<file path="src/sv/qsd_pkg.sv">
// Shared types, register codes and the Gray-code transition table
// for the quadrature step decoder. No dependencies.
`default_nettype none

package qsd_pkg;

	localparam int CPS_W      = 4;
	localparam int LIM_W      = 7;
	localparam int ACC_W      = 5;
	localparam int PEND_W     = 8;
	localparam int IN_TDATA_W = 8;
	localparam int OUT_TDATA_W = 16;
	localparam int CFG_IDX_W  = 2;
	localparam int CFG_DATA_W = 7;

	localparam logic [CFG_IDX_W-1:0] REG_COUNTS_PER_STEP   = 2'd0;
	localparam logic [CFG_IDX_W-1:0] REG_PENDING_LIMIT     = 2'd1;
	localparam logic [CFG_IDX_W-1:0] REG_REVERSE_DIRECTION = 2'd2;

	localparam logic [CPS_W-1:0] CPS_RESET = 4'd2;
	localparam logic [LIM_W-1:0] LIM_RESET = 7'd8;
	localparam logic             REV_RESET = 1'b1;

	typedef logic signed [1:0] move_t;

	localparam move_t MOVE_NONE = 2'sb00;
	localparam move_t MOVE_FWD  = 2'sb01;
	localparam move_t MOVE_REV  = 2'sb11;

	typedef struct packed {
		logic [CPS_W-1:0] counts_per_step;
		logic [LIM_W-1:0] pending_limit;
		logic             reverse_direction;
	} cfg_t;

	typedef struct packed {
		logic take_step;
		logic level_b;
		logic level_a;
	} in_item_t;

	// has_pending lands in bit 0 of the packed item.
	typedef struct packed {
		logic signed [PEND_W-1:0] pending_after;
		move_t                    step_taken;
		logic                     has_pending;
	} out_item_t;

	// Index is {previous phase, current phase}, phase = {A, B}.
	function automatic move_t phase_move(input logic [3:0] idx);
		move_t m;
		case (idx) inside
			4'd2, 4'd4, 4'd11, 4'd13: m = MOVE_FWD;
			4'd1, 4'd7, 4'd8, 4'd14:  m = MOVE_REV;
			default:                  m = MOVE_NONE;
		endcase
		return m;
	endfunction

endpackage

`default_nettype wire

</file>
<file path="src/sv/qsd_move_decode.sv">
// Decodes one phase transition into a signed move with optional reversal.
// Depends on qsd_pkg for the transition table.
`default_nettype none

module qsd_move_decode (
	input  wire logic [1:0]     last_phase,
	input  wire logic [1:0]     phase,
	input  wire logic           reverse_direction,
	output qsd_pkg::move_t      move
);
	import qsd_pkg::*;

	move_t table_move;

	always_comb begin
		table_move = phase_move({last_phase, phase});
		move = reverse_direction ? -table_move : table_move;
	end

endmodule

`default_nettype wire

</file>
<file path="src/sv/qsd_step_core.sv">
// Decoder state (phase, sub-step accumulator, pending detents) and its
// one-item update. Depends on qsd_pkg and qsd_move_decode.
`default_nettype none

module qsd_step_core (
	input  wire logic               clk,
	input  wire logic               arst_n,
	input  wire logic               en,
	input  wire qsd_pkg::in_item_t  item,
	input  wire qsd_pkg::cfg_t      cfg,
	output qsd_pkg::out_item_t      result
);
	import qsd_pkg::*;

	logic [1:0]               last_phase_q;
	logic                     phase_valid_q;
	logic signed [ACC_W-1:0]  accum_q;
	logic signed [PEND_W-1:0] pending_q;

	logic [1:0]               phase;
	move_t                    move;
	logic                     counting;
	logic signed [ACC_W:0]    acc_sum;
	logic signed [ACC_W:0]    cps_pos;
	logic signed [ACC_W:0]    cps_neg;
	logic signed [PEND_W-1:0] lim_pos;
	logic signed [PEND_W-1:0] lim_neg;
	logic signed [ACC_W-1:0]  accum_next;
	logic signed [PEND_W-1:0] pend_mid;
	logic signed [PEND_W-1:0] pend_next;
	move_t                    taken;

	assign phase = {item.level_a, item.level_b};

	qsd_move_decode u_move (
		.last_phase        (last_phase_q),
		.phase             (phase),
		.reverse_direction (cfg.reverse_direction),
		.move              (move)
	);

	always_comb begin
		counting   = phase_valid_q && (phase != last_phase_q) && (move != MOVE_NONE);
		acc_sum    = $signed({accum_q[ACC_W-1], accum_q}) + $signed({{(ACC_W-1){move[1]}}, move});
		cps_pos    = $signed({2'b00, cfg.counts_per_step});
		cps_neg    = -cps_pos;
		lim_pos    = $signed({1'b0, cfg.pending_limit});
		lim_neg    = -lim_pos;
		accum_next = accum_q;
		pend_mid   = pending_q;
		if (counting) begin
			if (acc_sum >= cps_pos) begin
				if (pending_q < lim_pos)
					pend_mid = pending_q + 8'sd1;
				accum_next = '0;
			end else if (acc_sum <= cps_neg) begin
				if (pending_q > lim_neg)
					pend_mid = pending_q - 8'sd1;
				accum_next = '0;
			end else begin
				accum_next = acc_sum[ACC_W-1:0];
			end
		end

		// A take request moves the counter one detent toward zero.
		pend_next = pend_mid;
		taken     = MOVE_NONE;
		if (item.take_step) begin
			if (pend_mid > 8'sd0) begin
				pend_next = pend_mid - 8'sd1;
				taken     = MOVE_FWD;
			end else if (pend_mid < 8'sd0) begin
				pend_next = pend_mid + 8'sd1;
				taken     = MOVE_REV;
			end
		end

		result.has_pending   = (pend_mid != '0);
		result.step_taken    = taken;
		result.pending_after = pend_next;
	end

	always_ff @(posedge clk or negedge arst_n) begin
		if (!arst_n) begin
			last_phase_q  <= '0;
			phase_valid_q <= 1'b0;
			accum_q       <= '0;
			pending_q     <= '0;
		end else if (en) begin
			last_phase_q  <= phase;
			phase_valid_q <= 1'b1;
			accum_q       <= accum_next;
			pending_q     <= pend_next;
		end
	end

endmodule

`default_nettype wire

</file>
<file path="src/sv/quadrature_step_decoder_unit.sv">
// Quadrature step decoder: input register, step core and result register.
// Depends on qsd_pkg and qsd_step_core.
//
// Usage: each input beat on s_* carries one pin sample (level_a, level_b) and
// a take_step request. Every beat yields exactly one result beat on m_* with
// has_pending, step_taken and pending_after. The cfg channel writes
// counts_per_step (index 0), pending_limit (1) and reverse_direction (2);
// it is always ready and is meant to be written while no beat is in flight.
// An accepted input beat passes through the input register and then the
// result register before its result beat shows on m_tdata.
// Throughput is one beat per clock while m_tready does not stall the output.
// When m_tready is low the result register holds its beat and the input
// register can still take one more beat; s_tready then drops until the
// output drains. Reset clears both valid flags, the decoder state and the
// registers (2 transitions per detent, limit 8, reversed direction); the
// first sample after reset only latches the phase.
`default_nettype none

module quadrature_step_decoder_unit (
	input  wire logic                              clk,
	input  wire logic                              arst_n,
	input  wire logic                              s_tvalid,
	output logic                                   s_tready,
	// bit 0 level_a, bit 1 level_b, bit 2 take_step, bits 7:3 zero
	input  wire logic [qsd_pkg::IN_TDATA_W-1:0]    s_tdata,
	output logic                                   m_tvalid,
	input  wire logic                              m_tready,
	// bit 0 has_pending, bits 2:1 step_taken, bits 10:3 pending_after, rest zero
	output logic [qsd_pkg::OUT_TDATA_W-1:0]        m_tdata,
	input  wire logic                              cfg_valid,
	output logic                                   cfg_ready,
	input  wire logic [qsd_pkg::CFG_IDX_W-1:0]     cfg_index,
	input  wire logic [qsd_pkg::CFG_DATA_W-1:0]    cfg_data
);
	import qsd_pkg::*;

	cfg_t      cfg_q;
	in_item_t  item_s1;
	logic      valid_s1;
	out_item_t item_s2;
	logic      valid_s2;
	out_item_t result;
	logic      advance;
	logic      fire;

	assign cfg_ready = 1'b1;

	always_ff @(posedge clk or negedge arst_n) begin
		if (!arst_n) begin
			cfg_q.counts_per_step   <= CPS_RESET;
			cfg_q.pending_limit     <= LIM_RESET;
			cfg_q.reverse_direction <= REV_RESET;
		end else if (cfg_valid) begin
			case (cfg_index)
				REG_COUNTS_PER_STEP:   cfg_q.counts_per_step   <= cfg_data[CPS_W-1:0];
				REG_PENDING_LIMIT:     cfg_q.pending_limit     <= cfg_data[LIM_W-1:0];
				REG_REVERSE_DIRECTION: cfg_q.reverse_direction <= cfg_data[0];
				default: ;
			endcase
		end
	end

	assign advance  = !valid_s2 || m_tready;
	assign fire     = valid_s1 && advance;
	assign s_tready = !valid_s1 || advance;

	always_ff @(posedge clk or negedge arst_n) begin
		if (!arst_n) begin
			valid_s1 <= 1'b0;
		end else if (s_tvalid && s_tready) begin
			valid_s1 <= 1'b1;
		end else if (advance) begin
			valid_s1 <= 1'b0;
		end
	end

	always_ff @(posedge clk) begin
		if (s_tvalid && s_tready) begin
			item_s1.level_a   <= s_tdata[0];
			item_s1.level_b   <= s_tdata[1];
			item_s1.take_step <= s_tdata[2];
		end
	end

	qsd_step_core u_core (
		.clk    (clk),
		.arst_n (arst_n),
		.en     (fire),
		.item   (item_s1),
		.cfg    (cfg_q),
		.result (result)
	);

	always_ff @(posedge clk or negedge arst_n) begin
		if (!arst_n) begin
			valid_s2 <= 1'b0;
		end else if (advance) begin
			valid_s2 <= valid_s1;
		end
	end

	always_ff @(posedge clk) begin
		if (fire)
			item_s2 <= result;
	end

	assign m_tvalid = valid_s2;
	assign m_tdata  = {{(OUT_TDATA_W - $bits(out_item_t)){1'b0}}, item_s2};

endmodule

`default_nettype wire

</file>
<file path="config.mk">
export PLATFORM = sky130hd
export DESIGN_NAME = quadrature_step_decoder_unit
export DESIGN_NICKNAME = d
export VERILOG_FILES = /design/src/sv/qsd_pkg.sv /design/src/sv/qsd_move_decode.sv /design/src/sv/qsd_step_core.sv /design/src/sv/quadrature_step_decoder_unit.sv
export SDC_FILE = /design/constraint.sdc
export NUM_CORES = 1
export LEC_CHECK = 0
export ABC_AREA = 0
export BUFFER_PORTS_ARGS = -buffer_cell sky130_fd_sc_hd__buf_4
export CORE_ASPECT_RATIO = 1.2
export CORE_MARGIN = 1
export CORE_UTILIZATION = 25
export DETAILED_ROUTE_END_ITERATION = 10
export GPL_ROUTABILITY_DRIVEN = 0
export MAX_ROUTING_LAYER = met4
export PLACE_DENSITY = 0.51
export SLEW_MARGIN = 10
export SYNTH_ARGS = -nofsm -noshare
export SYNTH_HDL_FRONTEND = slang
export SYNTH_SLANG_ARGS = --single-unit
</file>
<file path="constraint.sdc">
create_clock -name clk -period 11.11 [get_ports clk]
set_clock_uncertainty 0.2 [all_clocks]
set_input_delay 1.111 -clock clk [delete_from_list [all_inputs] [get_ports clk]]
set_output_delay 1.111 -clock clk [all_outputs]
set_load 0.02 [all_outputs]
</file>
==> run_summary.xml <==
<?xml version="1.0" encoding="UTF-8"?>
<metrics>
  <group name="status">
    <metric name="outcome" unit="">complete, no violations</metric>
  </group>
  <group name="place">
    <metric name="dpl.cell_count" unit="">654</metric>
    <metric name="pre_cts_slack" unit="ns">4.63</metric>
    <metric name="detailedPlacementHpwl" unit="um">7530</metric>
    <metric name="io_buffer_count" unit="">29</metric>
  </group>
  <group name="critical_path">
    <metric name="start_kind" unit="">flop</metric>
    <metric name="crit_path_max_fanout" unit="">10</metric>
    <metric name="critPathArrivalTime" unit="ns">6.33</metric>
    <metric name="required" unit="ns">10.93</metric>
    <metric name="critPathCaptureType" unit="">flop</metric>
    <metric name="path_class" unit="">reg -&gt; reg</metric>
  </group>
  <group name="sta">
    <metric name="fmax" unit="MHz">154</metric>
    <metric name="layout_worst_path_cycle_share" unit="">0.586</metric>
    <metric name="max_slew_vio_count" unit="">0</metric>
    <metric name="rsz0062_at_grt" unit="">false</metric>
    <metric name="whs" unit="ns">0.291</metric>
    <metric name="layout_setup_ws" unit="ns">4.60</metric>
    <metric name="timing.max_slew.rel_slack" unit="">0.417</metric>
    <metric name="finalHoldViolCount" unit="">0</metric>
    <metric name="max_slew.worst_pin.slew" unit="ns">0.874</metric>
    <metric name="final.setup.tns" unit="ns">0</metric>
    <metric name="post-route-min-period" unit="ns">6.51</metric>
    <metric name="finalSetupViolCount" unit="">0</metric>
  </group>
  <group name="yosys">
    <metric name="async_flop_share" unit="">0.682</metric>
    <metric name="largest_area_contributor_in_the_synthesized_netlist" unit="">dfrtp_1</metric>
    <metric name="post_synth_cell_types" unit="">85</metric>
    <metric name="yosys_register_bits" unit="">44</metric>
    <metric name="syn-cell-area" unit="mm2">0.00388</metric>
    <metric name="yosys.cell_count.top_type" unit="">nand2_1</metric>
    <metric name="synth_largest_type_area_fraction" unit="">0.174</metric>
    <metric name="syn_inst" unit="">433</metric>
    <metric name="yosysSeqAreaShare" unit="">0.303</metric>
    <metric name="synth_enable_flop_cells" unit="">14</metric>
    <metric name="synth_area_per_cell" unit="um2">8.97</metric>
    <metric name="yosysWarnings" unit="">0</metric>
    <metric name="synthTopCellsByCount" unit="">nand2_1 (45), ha_1 (32), nor2_1 (32)</metric>
    <metric name="synth-main-ff-cell" unit="">dfrtp_1</metric>
    <metric name="most_area_consuming_cells_after_synthesis" unit="">dfrtp_1 (17%), edfxtp_1 (11%), ha_1 (10%)</metric>
  </group>
  <group name="cts">
    <metric name="clk_pin_slew_worst_paths" unit="ns">0.07</metric>
    <metric name="cts_sink_cnt" unit="">44</metric>
    <metric name="clock_tree_from_tritoncts" unit="">done</metric>
    <metric name="post-cts-setup-buffer-count" unit="">0</metric>
    <metric name="cts_hold_repair.buffers" unit="">0</metric>
    <metric name="insertion_delay" unit="ns">0.29</metric>
    <metric name="h_tree_lvls" unit="">2</metric>
    <metric name="numCtsBuffers" unit="">5</metric>
    <metric name="cts.repair.resized" unit="">0</metric>
    <metric name="cts.path.max_buffers" unit="">2</metric>
    <metric name="cts-root-buf" unit="">clkbuf_16</metric>
  </group>
  <group name="final_layout">
    <metric name="diodes" unit="">0</metric>
    <metric name="drive_gt1_frac" unit="">0.172</metric>
    <metric name="area_growth" unit="%">14.0</metric>
    <metric name="finalNonFillerCells" unit="">662</metric>
    <metric name="nNetsFinal" unit="">512</metric>
  </group>
  <group name="power_and_ir_drop">
    <metric name="p_comb_frac" unit="">0.662</metric>
    <metric name="power.leakage" unit="uW">0.00182</metric>
    <metric name="cell_internal_pwr" unit="uW">650</metric>
    <metric name="ir_drop_worst_vdd" unit="V">0.000112</metric>
    <metric name="power.share.clock" unit="">0.115</metric>
    <metric name="p_switching" unit="uW">664</metric>
    <metric name="power.switching_fraction" unit="">0.505</metric>
    <metric name="power.density_cell_area" unit="mW/mm2">297</metric>
    <metric name="seqPwrFrac" unit="">0.223</metric>
  </group>
  <group name="grt">
    <metric name="initial_antenna_violation_count" unit="">0</metric>
    <metric name="grt_usage" unit="">0.130</metric>
    <metric name="grt_max_degree" unit="">31</metric>
    <metric name="gr-total-overflow" unit="">0</metric>
    <metric name="grt_pass1_wl" unit="um">15900</metric>
    <metric name="vias_in_the_first_global_route" unit="">3188</metric>
  </group>
  <group name="floorplan">
    <metric name="die_h" unit="um">139</metric>
    <metric name="rows" unit="">49</metric>
    <metric name="number_of_top_level_design_ports" unit="">41</metric>
    <metric name="design.die.area" unit="mm2">0.0160</metric>
    <metric name="core_area" unit="mm2">0.0151</metric>
    <metric name="start_util" unit="">0.257</metric>
    <metric name="die_w" unit="um">116</metric>
  </group>
  <group name="drt">
    <metric name="via_per_inst" unit="">4.99</metric>
    <metric name="drt_iter0_drc" unit="">223</metric>
    <metric name="routedWlPerCell" unit="um">14.8</metric>
    <metric name="postRouteWirelength" unit="um">9820</metric>
    <metric name="detail_route.first_pass.iterations" unit="">5</metric>
    <metric name="num_vias" unit="">3306</metric>
    <metric name="drcViolationCount" unit="">0</metric>
    <metric name="ant_nets" unit="">0</metric>
  </group>
  <group name="min_path">
    <metric name="worst_hold_path_type" unit="">reg -&gt; reg</metric>
  </group>
  <group name="run">
    <metric name="cap_violations" unit="">0</metric>
  </group>
</metrics>
[through the flow]
step | total power (uW) | utilization | instance area [um2]
floorplan | 965 | - | 3900
finish | 1310 | 0.294 | 4430
global route | 1440 | 0.294 | 4430
global placement | 1150 | 0.284 | 4280
detailed placement | 1160 | 0.284 | 4280
CTS | 1320 | 0.294 | 4430
[cells by family (layout without fill, tap and decap cells)]
logic type,count (synthesis),in the layout,synth area share
and+or+nand+nor,170,170,0.226
AOI/OAI and AO/OA,104,104,0.215
buffers and inverters,47,68,0.0532
DFF,44,44,0.303
adders and majority gates,34,34,0.111
xor gates and xnor gates,20,20,0.0548
muxes,12,12,0.0354
other,2,6,0.00193
[area by class of cell]
type                       instances  area, um2
tap                              204        255
sequential                        44       1170
multi-input combinational        346       2520
fill                            1644      10700
clock buffer                       5        125
clock inverter                     3       21.3
timing repair buffer              29        218
inverter                          31        116
[critical path: stages, from the launching register on]
cell      delay, ns
edfxtp_1       0.47
xnor2_1        0.46
nand3_1        0.22
nand2_1        0.20
ha_1           0.25
a21o_1         0.22
maj3_1         0.38
xnor2_1        0.21
inv_1          0.11
ha_1           0.33
nand4_1        0.16
o21a_1         0.22
a311oi_1       0.20
and4_4         0.27
o32a_1         0.42
nand2_1        0.18
a21oi_1        0.17
or2_2          0.13
o311a_1        0.22
inv_1          0.09
ha_1           0.20
nand2b_1       0.17
a21oi_2        0.07
nor4_1         0.38
o21ai_1        0.16
xnor2_1        0.16
[power by group through the flow]
stage	clock network (uW)	logic [uW]	registers [uW]
3_5_place_dp	0	867	296
5_1_grt	163	974	301
3_3_place_gp	0	854	295
4_1_cts	158	873	294
2_1_floorplan	0	690	275
6_report	151	870	293
[final timing paths]
path / cells past startpoint / slack, ns / endpoint / start
max: 25 / 4.60 / m_tdata[8] / item_s1[1]
min: 2 / 0.29 / u_core.accum_q[0] / u_core.accum_q[0]
max reg2reg: 25 / 4.60 / m_tdata[8] / item_s1[1]
min reg2reg: 2 / 0.29 / u_core.accum_q[0] / u_core.accum_q[0]
max in group asynchronous: 1 / 9.81 / cfg_q[4] / arst_n
min in group asynchronous: 1 / 0.55 / u_core.pending_q[0] / arst_n
[registers in the layout, summed over array words and instances, names as in the netlist]
register	cells
item_s1	3
u_core.phase_valid_q	1
valid_s1	1
m_tdata	11
u_core.last_phase_q	2
m_tvalid	1
u_core.pending_q	8
cfg_q	12
u_core.accum_q	5
[metal layers]
metal | global-route usage | wire, um | share of wire | up-vias
met5 | - | 0 | 0 | -
met4 | 0.0371 | 128 | 0.013 | 0
met3 | 0.0215 | 311 | 0.032 | 9
met2 | 0.221 | 5060 | 0.52 | 65
met1 | 0.157 | 4320 | 0.44 | 1607
li1 | - | - | - | 1625
[cell usage in the layout (no fill, tap or decap), types with 14 or more instances in the layout]
cell      count
buf_4        29
dfrtp_1      27
edfxtp_1     14
ha_1         32
inv_1        31
nand2_1      45
nand3_1      17
nor2_1       32
nor3_1       14
o21ai_0      15
(Power assumes the default switching activity.)
